===== config.mk =====
export PLATFORM = sky130hd
export DESIGN_NAME = url_percent_decoder
export DESIGN_NICKNAME = d
export VERILOG_FILES = /design/src/hdl/upd_pkg.sv /design/src/hdl/upd_front.sv /design/src/hdl/upd_cmd_fifo.sv /design/src/hdl/upd_back.sv /design/src/hdl/url_percent_decoder.sv
export SDC_FILE = /design/constraint.sdc
export NUM_CORES = 1
export LEC_CHECK = 0
export BUFFER_PORTS_ARGS = -buffer_cell sky130_fd_sc_hd__buf_2
export CORE_MARGIN = 8
export CORE_UTILIZATION = 40
export DETAILED_ROUTE_END_ITERATION = 6
export GPL_TIMING_DRIVEN = 0
export PLACE_DENSITY = 0.61
export SETUP_SLACK_MARGIN = 0.1
export SYNTH_ARGS = -nofsm -noshare
export SYNTH_HDL_FRONTEND = slang
export SYNTH_HIERARCHICAL = 1
export SYNTH_SLANG_ARGS = --single-unit

===== constraint.sdc =====
create_clock -name clk -period 2.81 [get_ports clk]
set_clock_uncertainty 0.15 [all_clocks]
set_input_delay 0 -clock clk [delete_from_list [all_inputs] [get_ports clk]]
set_output_delay 0 -clock clk [all_outputs]
set_load 0.01 [all_outputs]

===== src/hdl/upd_pkg.sv =====
`timescale 1ns / 1ps
// Shared types, character codes and the hex digit helper for the percent decoder.
// No dependencies; every other file of the block refers to this package by scoped names.
package upd_pkg;

  localparam logic [7:0] CHAR_PLUS    = 8'h2B;
  localparam logic [7:0] CHAR_PERCENT = 8'h25;
  localparam logic [7:0] CHAR_SPACE   = 8'h20;

  // command queue between front and back end
  localparam int CMD_DEPTH = 2;
  localparam int CMD_AW    = $clog2(CMD_DEPTH);

  typedef struct packed {
    logic [7:0] in_byte;
    logic       in_last;
  } upd_in_t;

  typedef struct packed {
    logic [7:0] out_byte;
    logic       out_last;
  } upd_out_t;

  // one or two result bytes; the second one always closes the string
  typedef struct packed {
    logic       pair;
    logic [7:0] first_byte;
    logic       first_last;
    logic [7:0] second_byte;
  } upd_cmd_t;

  typedef enum logic [1:0] {
    PH_NORMAL = 2'd0,
    PH_PCT    = 2'd1,
    PH_DIGIT  = 2'd2
  } upd_phase_t;

  // {is_hex, value}
  function automatic logic [4:0] hex_digit(input logic [7:0] c);
    logic [4:0] r;
    r = 5'd0;
    if (c >= 8'h30 && c <= 8'h39) begin
      r = {1'b1, 4'(c - 8'h30)};
    end else if (c >= 8'h61 && c <= 8'h66) begin
      r = {1'b1, 4'(c - 8'h61 + 8'd10)};
    end else if (c >= 8'h41 && c <= 8'h46) begin
      r = {1'b1, 4'(c - 8'h41 + 8'd10)};
    end
    return r;
  endfunction

  function automatic logic [7:0] plus_to_space(input logic [7:0] c);
    return (c == CHAR_PLUS) ? CHAR_SPACE : c;
  endfunction

endpackage


===== src/hdl/upd_front.sv =====
`timescale 1ns / 1ps
// Front end: accepts raw bytes, tracks the escape phase and turns each plain byte or completed escape into a command.
// Depends on upd_pkg.
module upd_front (
  input  logic             clk,
  input  logic             rst_n,
  input  logic             accept,
  input  upd_pkg::upd_in_t in_data,
  output logic             cmd_push,
  output upd_pkg::upd_cmd_t cmd
);

  upd_pkg::upd_phase_t phase_r, phase_nxt;
  logic [7:0]          held_r, held_nxt;
  logic                emit;
  logic [4:0]          hi, lo;

  always_ff @(posedge clk) begin
    if (!rst_n) begin
      phase_r <= upd_pkg::PH_NORMAL;
      held_r  <= 8'h00;
    end else begin
      phase_r <= phase_nxt;
      held_r  <= held_nxt;
    end
  end

  always_comb begin
    hi        = upd_pkg::hex_digit(held_r);
    lo        = upd_pkg::hex_digit(in_data.in_byte);
    phase_nxt = phase_r;
    held_nxt  = held_r;
    emit      = 1'b0;
    cmd       = '0;
    case (phase_r)
      upd_pkg::PH_PCT: begin
        if (in_data.in_last) begin
          // string ends on the byte after the percent sign: flush both, the second with plus as space
          emit            = 1'b1;
          cmd.pair        = 1'b1;
          cmd.first_byte  = upd_pkg::CHAR_PERCENT;
          cmd.first_last  = 1'b0;
          cmd.second_byte = upd_pkg::plus_to_space(in_data.in_byte);
          phase_nxt       = upd_pkg::PH_NORMAL;
        end else begin
          held_nxt  = in_data.in_byte;
          phase_nxt = upd_pkg::PH_DIGIT;
        end
      end
      upd_pkg::PH_DIGIT: begin
        emit           = 1'b1;
        cmd.first_last = in_data.in_last;
        if (!hi[4]) begin
          cmd.first_byte = 8'h00;
        end else if (!lo[4]) begin
          cmd.first_byte = {4'h0, hi[3:0]};
        end else begin
          cmd.first_byte = {hi[3:0], lo[3:0]};
        end
        phase_nxt = upd_pkg::PH_NORMAL;
      end
      default: begin
        phase_nxt = upd_pkg::PH_NORMAL;
        if (in_data.in_byte == upd_pkg::CHAR_PERCENT && !in_data.in_last) begin
          phase_nxt = upd_pkg::PH_PCT;
        end else begin
          emit           = 1'b1;
          cmd.first_byte = upd_pkg::plus_to_space(in_data.in_byte);
          cmd.first_last = in_data.in_last;
        end
      end
    endcase
    // hold state unless a byte is taken
    if (!accept) begin
      phase_nxt = phase_r;
      held_nxt  = held_r;
    end
  end

  assign cmd_push = accept & emit;

endmodule


===== src/hdl/upd_cmd_fifo.sv =====
`timescale 1ns / 1ps
// Short command queue that decouples the front end from the output side.
// Depends on upd_pkg for the command type and depth.
module upd_cmd_fifo (
  input  logic              clk,
  input  logic              rst_n,
  input  logic              push,
  input  upd_pkg::upd_cmd_t push_cmd,
  output logic              full,
  input  logic              pop,
  output upd_pkg::upd_cmd_t pop_cmd,
  output logic              empty
);

  upd_pkg::upd_cmd_t             slot_r [upd_pkg::CMD_DEPTH];
  logic [upd_pkg::CMD_AW-1:0]    wr_ptr_r, wr_ptr_nxt;
  logic [upd_pkg::CMD_AW-1:0]    rd_ptr_r, rd_ptr_nxt;
  logic [upd_pkg::CMD_AW:0]      count_r, count_nxt;
  logic                          do_push, do_pop;

  assign full    = (count_r == (upd_pkg::CMD_AW+1)'(upd_pkg::CMD_DEPTH));
  assign empty   = (count_r == '0);
  assign do_push = push & ~full;
  assign do_pop  = pop & ~empty;
  assign pop_cmd = slot_r[rd_ptr_r];

  always_comb begin
    wr_ptr_nxt = wr_ptr_r;
    rd_ptr_nxt = rd_ptr_r;
    count_nxt  = count_r;
    if (do_push) begin
      wr_ptr_nxt = (wr_ptr_r == upd_pkg::CMD_AW'(upd_pkg::CMD_DEPTH - 1)) ?
                   '0 : wr_ptr_r + 1'b1;
    end
    if (do_pop) begin
      rd_ptr_nxt = (rd_ptr_r == upd_pkg::CMD_AW'(upd_pkg::CMD_DEPTH - 1)) ?
                   '0 : rd_ptr_r + 1'b1;
    end
    case ({do_push, do_pop})
      2'b10:   count_nxt = count_r + 1'b1;
      2'b01:   count_nxt = count_r - 1'b1;
      default: count_nxt = count_r;
    endcase
  end

  always_ff @(posedge clk) begin
    if (!rst_n) begin
      wr_ptr_r <= '0;
      rd_ptr_r <= '0;
      count_r  <= '0;
    end else begin
      wr_ptr_r <= wr_ptr_nxt;
      rd_ptr_r <= rd_ptr_nxt;
      count_r  <= count_nxt;
    end
  end

  always_ff @(posedge clk) begin
    if (do_push) begin
      slot_r[wr_ptr_r] <= push_cmd;
    end
  end

endmodule


===== src/hdl/upd_back.sv =====
`timescale 1ns / 1ps
// Back end: drains commands, splits two-byte flushes and holds the output register.
// Depends on upd_pkg.
module upd_back (
  input  logic              clk,
  input  logic              rst_n,
  input  logic              cmd_empty,
  input  upd_pkg::upd_cmd_t cmd,
  output logic              cmd_pop,
  output upd_pkg::upd_out_t out_data,
  output logic              out_empty,
  input  logic              out_pop
);

  logic              out_valid_r, out_valid_nxt;
  upd_pkg::upd_out_t out_r, out_nxt;
  logic              sec_valid_r, sec_valid_nxt;
  logic [7:0]        sec_byte_r, sec_byte_nxt;
  logic              slot_free;

  assign slot_free = ~out_valid_r | out_pop;
  assign cmd_pop   = slot_free & ~sec_valid_r & ~cmd_empty;
  assign out_data  = out_r;
  assign out_empty = ~out_valid_r;

  always_comb begin
    out_valid_nxt = out_valid_r;
    out_nxt       = out_r;
    sec_valid_nxt = sec_valid_r;
    sec_byte_nxt  = sec_byte_r;
    if (slot_free) begin
      out_valid_nxt = 1'b0;
      if (sec_valid_r) begin
        // second byte of a flush closes the string
        out_valid_nxt    = 1'b1;
        out_nxt.out_byte = sec_byte_r;
        out_nxt.out_last = 1'b1;
        sec_valid_nxt    = 1'b0;
      end else if (!cmd_empty) begin
        out_valid_nxt    = 1'b1;
        out_nxt.out_byte = cmd.first_byte;
        out_nxt.out_last = cmd.first_last;
        sec_valid_nxt    = cmd.pair;
        sec_byte_nxt     = cmd.second_byte;
      end
    end
  end

  always_ff @(posedge clk) begin
    if (!rst_n) begin
      out_valid_r <= 1'b0;
      sec_valid_r <= 1'b0;
    end else begin
      out_valid_r <= out_valid_nxt;
      sec_valid_r <= sec_valid_nxt;
    end
  end

  always_ff @(posedge clk) begin
    out_r      <= out_nxt;
    sec_byte_r <= sec_byte_nxt;
  end

endmodule


===== src/hdl/url_percent_decoder.sv =====
`timescale 1ns / 1ps
// Form-urlencoded percent decoder: one encoded byte in per clock, decoded bytes out through a
// queue-style port. A plus sign becomes a space and a percent sign with two following bytes
// becomes one byte of their hex value, or of the first digit if only the second is no hex digit
// (zero if the first is none); a percent sign near the end of a string passes through. The block
// takes one byte every cycle while its two-entry command queue has room; a decoded byte goes
// through the command queue and then the output register. A percent sign followed by the final
// byte gives two results, which the single output register shows one after the other, so such
// a flush holds the command queue until the second is shown. No clearing pass after reset.
// Depends on upd_pkg, upd_front, upd_cmd_fifo and upd_back.
module url_percent_decoder (
  input  logic              clk,
  input  logic              rst_n,
  input  logic              in_push,
  input  upd_pkg::upd_in_t  in_data,
  output logic              in_full,
  output logic              out_empty,
  input  logic              out_pop,
  output upd_pkg::upd_out_t out_data
);

  logic              accept;
  logic              cmd_push, cmd_pop, cmd_empty;
  upd_pkg::upd_cmd_t front_cmd, back_cmd;

  assign accept = in_push & ~in_full;

  upd_front u_front (
    .clk      (clk),
    .rst_n    (rst_n),
    .accept   (accept),
    .in_data  (in_data),
    .cmd_push (cmd_push),
    .cmd      (front_cmd)
  );

  upd_cmd_fifo u_fifo (
    .clk      (clk),
    .rst_n    (rst_n),
    .push     (cmd_push),
    .push_cmd (front_cmd),
    .full     (in_full),
    .pop      (cmd_pop),
    .pop_cmd  (back_cmd),
    .empty    (cmd_empty)
  );

  upd_back u_back (
    .clk       (clk),
    .rst_n     (rst_n),
    .cmd_empty (cmd_empty),
    .cmd       (back_cmd),
    .cmd_pop   (cmd_pop),
    .out_data  (out_data),
    .out_empty (out_empty),
    .out_pop   (out_pop)
  );

endmodule


==> summary.txt <==
Critical path
  • Max FO, Critical Path: 6
  • CP max stage cell: nor4b_1
  • Startpoint types: primary input
  • CP peak stage delay: 0.58 ns
  • Delay-heaviest family, CP: simple AND/OR/NAND/NOR gates
  • Crit. End Element: flop
  • Buffers and inverters on the worst path: 2
  • Crit-path cells: dlygate4sd3_1 -> buf_2 -> nor4b_1 -> and2_1 -> a21oi_1 -> nand2_1 -> ha_1 -> or3_1 -> a21boi_1
  • Crit path kind: in2reg
  • CP required: around 2.9 ns
  • Arrival time of the worst setup path: ~2.6 ns

STA
  • Max Clk Rate: 0.409 GHz
  • Final period utilization: 0.871
  • Final Hold Viols: 0
  • Post-Route Setup TNS: 0 ns
  • Slew @ Worst Pin: 1.18 ns
  • RSZ-0062 raised after global routing: no
  • Fin Hold WS: 0.343 ns
  • Slew headroom: 0.211
  • Setup Viol. Count Final: 0
  • Tmin final: 2.45 ns
  • Final Max Tran Viols: 0

Detailed routing
  • DRC Markers: 0
  • First-pass DRT Iterations: 4
  • Vias: 2153
  • Routed len/inst: between 10 and 15 µm
  • Routed WL: around 6.2 mm
  • Vias per inst: around 5
  • DR iter-0 viols: 130
  • Post-DRT Antenna Nets: 0

Floorplanning
  • Placeable core area: about 8000 µm²
  • Starting Density: 0.411
  • Die X: 108 µm
  • I/O pin count: 24
  • Die Height: 108 µm
  • Die area: around 12000 µm²
  • Row count: 33

Synthesis
  • Cell Area, Synth: 3360 µm²
  • Number of unique standard cell types used by synthesis: 62
  • Synth Register Bits: 70
  • Number of flops mapped to enable cells by yosys: 53
  • Mux share of post-synthesis cell area: 0.105
  • Syn nets: approximately 280
  • Main combinational cell family by area after synthesis: simple AND/OR/NAND/NOR gates
  • Post-Synth XOR/XNOR Area: 0.00781
  • Syn_area_per_cell: 13.2 µm²
  • Post-Synth Adder-Cell Area: 0.0335
  • Post-Synthesis Cells: between 200 and 300
  • Seq/Total Area, Yosys: 0.574
  • Compound-Gate Fraction of Synth Area: 0.100
  • Post-synth ARST share: 0
  • Main synth FF type: edfxtp_1
  • Synth Area in Simple Gates: 0.149
  • Yosys warnings: 6

Global routing
  • Total grt overflow: 0
  • Vias in the first global route: about 2100
  • Initial antenna violation count: 0
  • GRT Util Overall: 0.115
  • First-pass GRT wire length: 10.4 mm
  • Largest net degree at the start of global routing: 19

Power and ir drop
  • Maximum vdd drop: approximately 0.00024 V
  • Pwr/cell area: 773 nW/µm²
  • Seq pwr share: 0.490
  • Leak: 1.55 nW
  • P_sw: 0.000860 W
  • Sw Ratio: 0.276
  • Clock network power share: 0.258
  • Comb power frac: 0.252
  • Internal Power: about 0.0023 W

Placement
  • # port buffers: 23
  • RD Place Congestion: 0.841
  • Final HPWL DP: 4.43 mm

CTS
  • Num CTS Buffers: 9
  • Clk sinks: 70
  • CTS tree: yes
  • Max clock buf depth: 2
  • Clock transition at path regs: 0.07 ns
  • Root Driver: clkbuf_8
  • H-tree levels: 3
  • Clk_lat worst skew: 0.33 ns

Cells and area
  • Antenna cells: 0
  • Synthesis-to-layout area growth: 19.7%
  • Proportion of layout cells with a drive suffix above 1: 0.283
  • Nets: 331

Outcome
  • Status: completed

Job
  • Max Cap Viol: 0

Worst hold path
  • Hold Crit Class: reg2reg
[cells in the final DEF (no fill, tap or decap), drive strengths merged, types with 2 or more instances in the layout]
master / instances
clkbuf: 12
nand2: 12
o21ai: 14
a211o: 2
a21boi: 2
dfxtp: 17
a211oi: 4
ha: 9
and3: 8
nor3: 3
and2: 9
or3: 2
a21oi: 7
nor2: 5
clkinv: 4
dlygate4sd3: 19
inv: 14
mux2: 26
xnor2: 3
buf: 28
mux2i: 6
o21a: 2
nor4b: 3
nand3: 4
nor3b: 3
nor2b: 11
o21bai: 2
nand2b: 4
clkinvlp: 2
o31ai: 3
edfxtp: 53
[repair_timing]
item,4_1_cts,5_1_grt
buffers inserted,0,1
resized for setup,2,2
pin swaps,0,0
hold buffers,19,0
setup endpoints to repair,33,19
hold endpoints to repair,51,0
[worst min-delay path: stages, from the launching register on]
cell and delay [ns]:
dfxtp_1 0.32, o21ai_0 0.07, a21boi_1 0.06
[flip-flops by register name (all words and copies together) (netlist names), 2 cells and up, named ones only]
register           flops
u_front/held_r         8
u_fifo/count_r         2
u_front/phase_r        2
u_back/out_data        9
u_fifo/slot_r         36
u_back/sec_byte_r      8
[Yosys cell counts, types with 4 or more instances]
cell type	number	area [µm²]
and2_1	9	56.3
mux2_2	26	293
nor2_1	5	18.8
dfxtp_1	17	340
nand3_1	4	20.0
inv_1	14	52.6
o21ai_0	7	35.0
o21ai_1	6	30.0
a21oi_1	6	30.0
and3_1	7	43.8
mux2i_1	6	60.1
nor2b_1	10	62.6
edfxtp_1	53	1590
nand2_1	12	45.0
ha_1	9	113
[final cells by class]
class / count / area (µm²)
repair buffers: 43 / 325
inverters: 15 / 60.1
plain buffers: 6 / 45.0
clock inverters: 6 / 61.3
flip-flops and latches: 70 / 1930
multi-input cells: 164 / 1330
clock buffers: 10 / 138
well taps: 105 / 131
fillers: 756 / 4150
[power groups by stage]
stage	sequential, W	combinational (W)	clock [W]
after global placement	0.00154	0.000745	0
after detailed placement	0.00155	0.000748	0
after CTS	0.00153	0.000776	0.000830
after global routing	0.00155	0.000865	0.000871
after floorplan	0.00158	0.000494	0
final	0.00152	0.000785	0.000804
[kinds of logic after synthesis]
family                     Yosys count
buffers and inverters               21
muxes                               32
and+or+nand+nor                     74
AOI/OAI and AO/OA                   46
adders and majority gates            9
xor gates and xnor gates             3
DFF                                 70
[stage by stage]
| step | area (µm²) | power (W) | setup WS (ns) | utilization | std cells |
|---|---|---|---|---|---|
| 3_5_place_dp | 3610 | 0.00230 | -0.102 | 0.442 | 383 |
| 3_3_place_gp | 3610 | 0.00229 | -0.0684 | 0.442 | 383 |
| 5_1_grt | 4030 | 0.00329 | 0.147 | 0.492 | 419 |
| 4_1_cts | 4000 | 0.00314 | 0.111 | 0.490 | 418 |
| 2_1_floorplan | 3360 | 0.00207 | 0.289 | - | 255 |
| 6_report | 4030 | 0.00311 | 0.363 | 0.492 | 419 |
[routing by layer]
layer / vias to the layer above / GRT usage / share of wire
met4: 0 / 0.0476 / 0.011
met2: 46 / 0.193 / 0.48
met3: 6 / 0.0311 / 0.048
li1: 1065 / - / -
met5: - / 0 / 0
met1: 1036 / 0.137 / 0.46
[final timing paths]
| kind | startpoint | cells past startpoint | endpoint | slack, ns |
|---|---|---|---|---|
| worst max-delay path | in_data[7] | 9 | u_fifo/count_r[1] | 0.36 |
| worst min-delay path | u_fifo/wr_ptr_r | 2 | u_fifo/wr_ptr_r | 0.34 |
| worst max register to register | u_front/phase_r[0] | 9 | u_fifo/slot_r[0][1] | 0.37 |
| worst min register to register | u_fifo/wr_ptr_r | 2 | u_fifo/wr_ptr_r | 0.34 |
(Power assumes the default switching activity.)
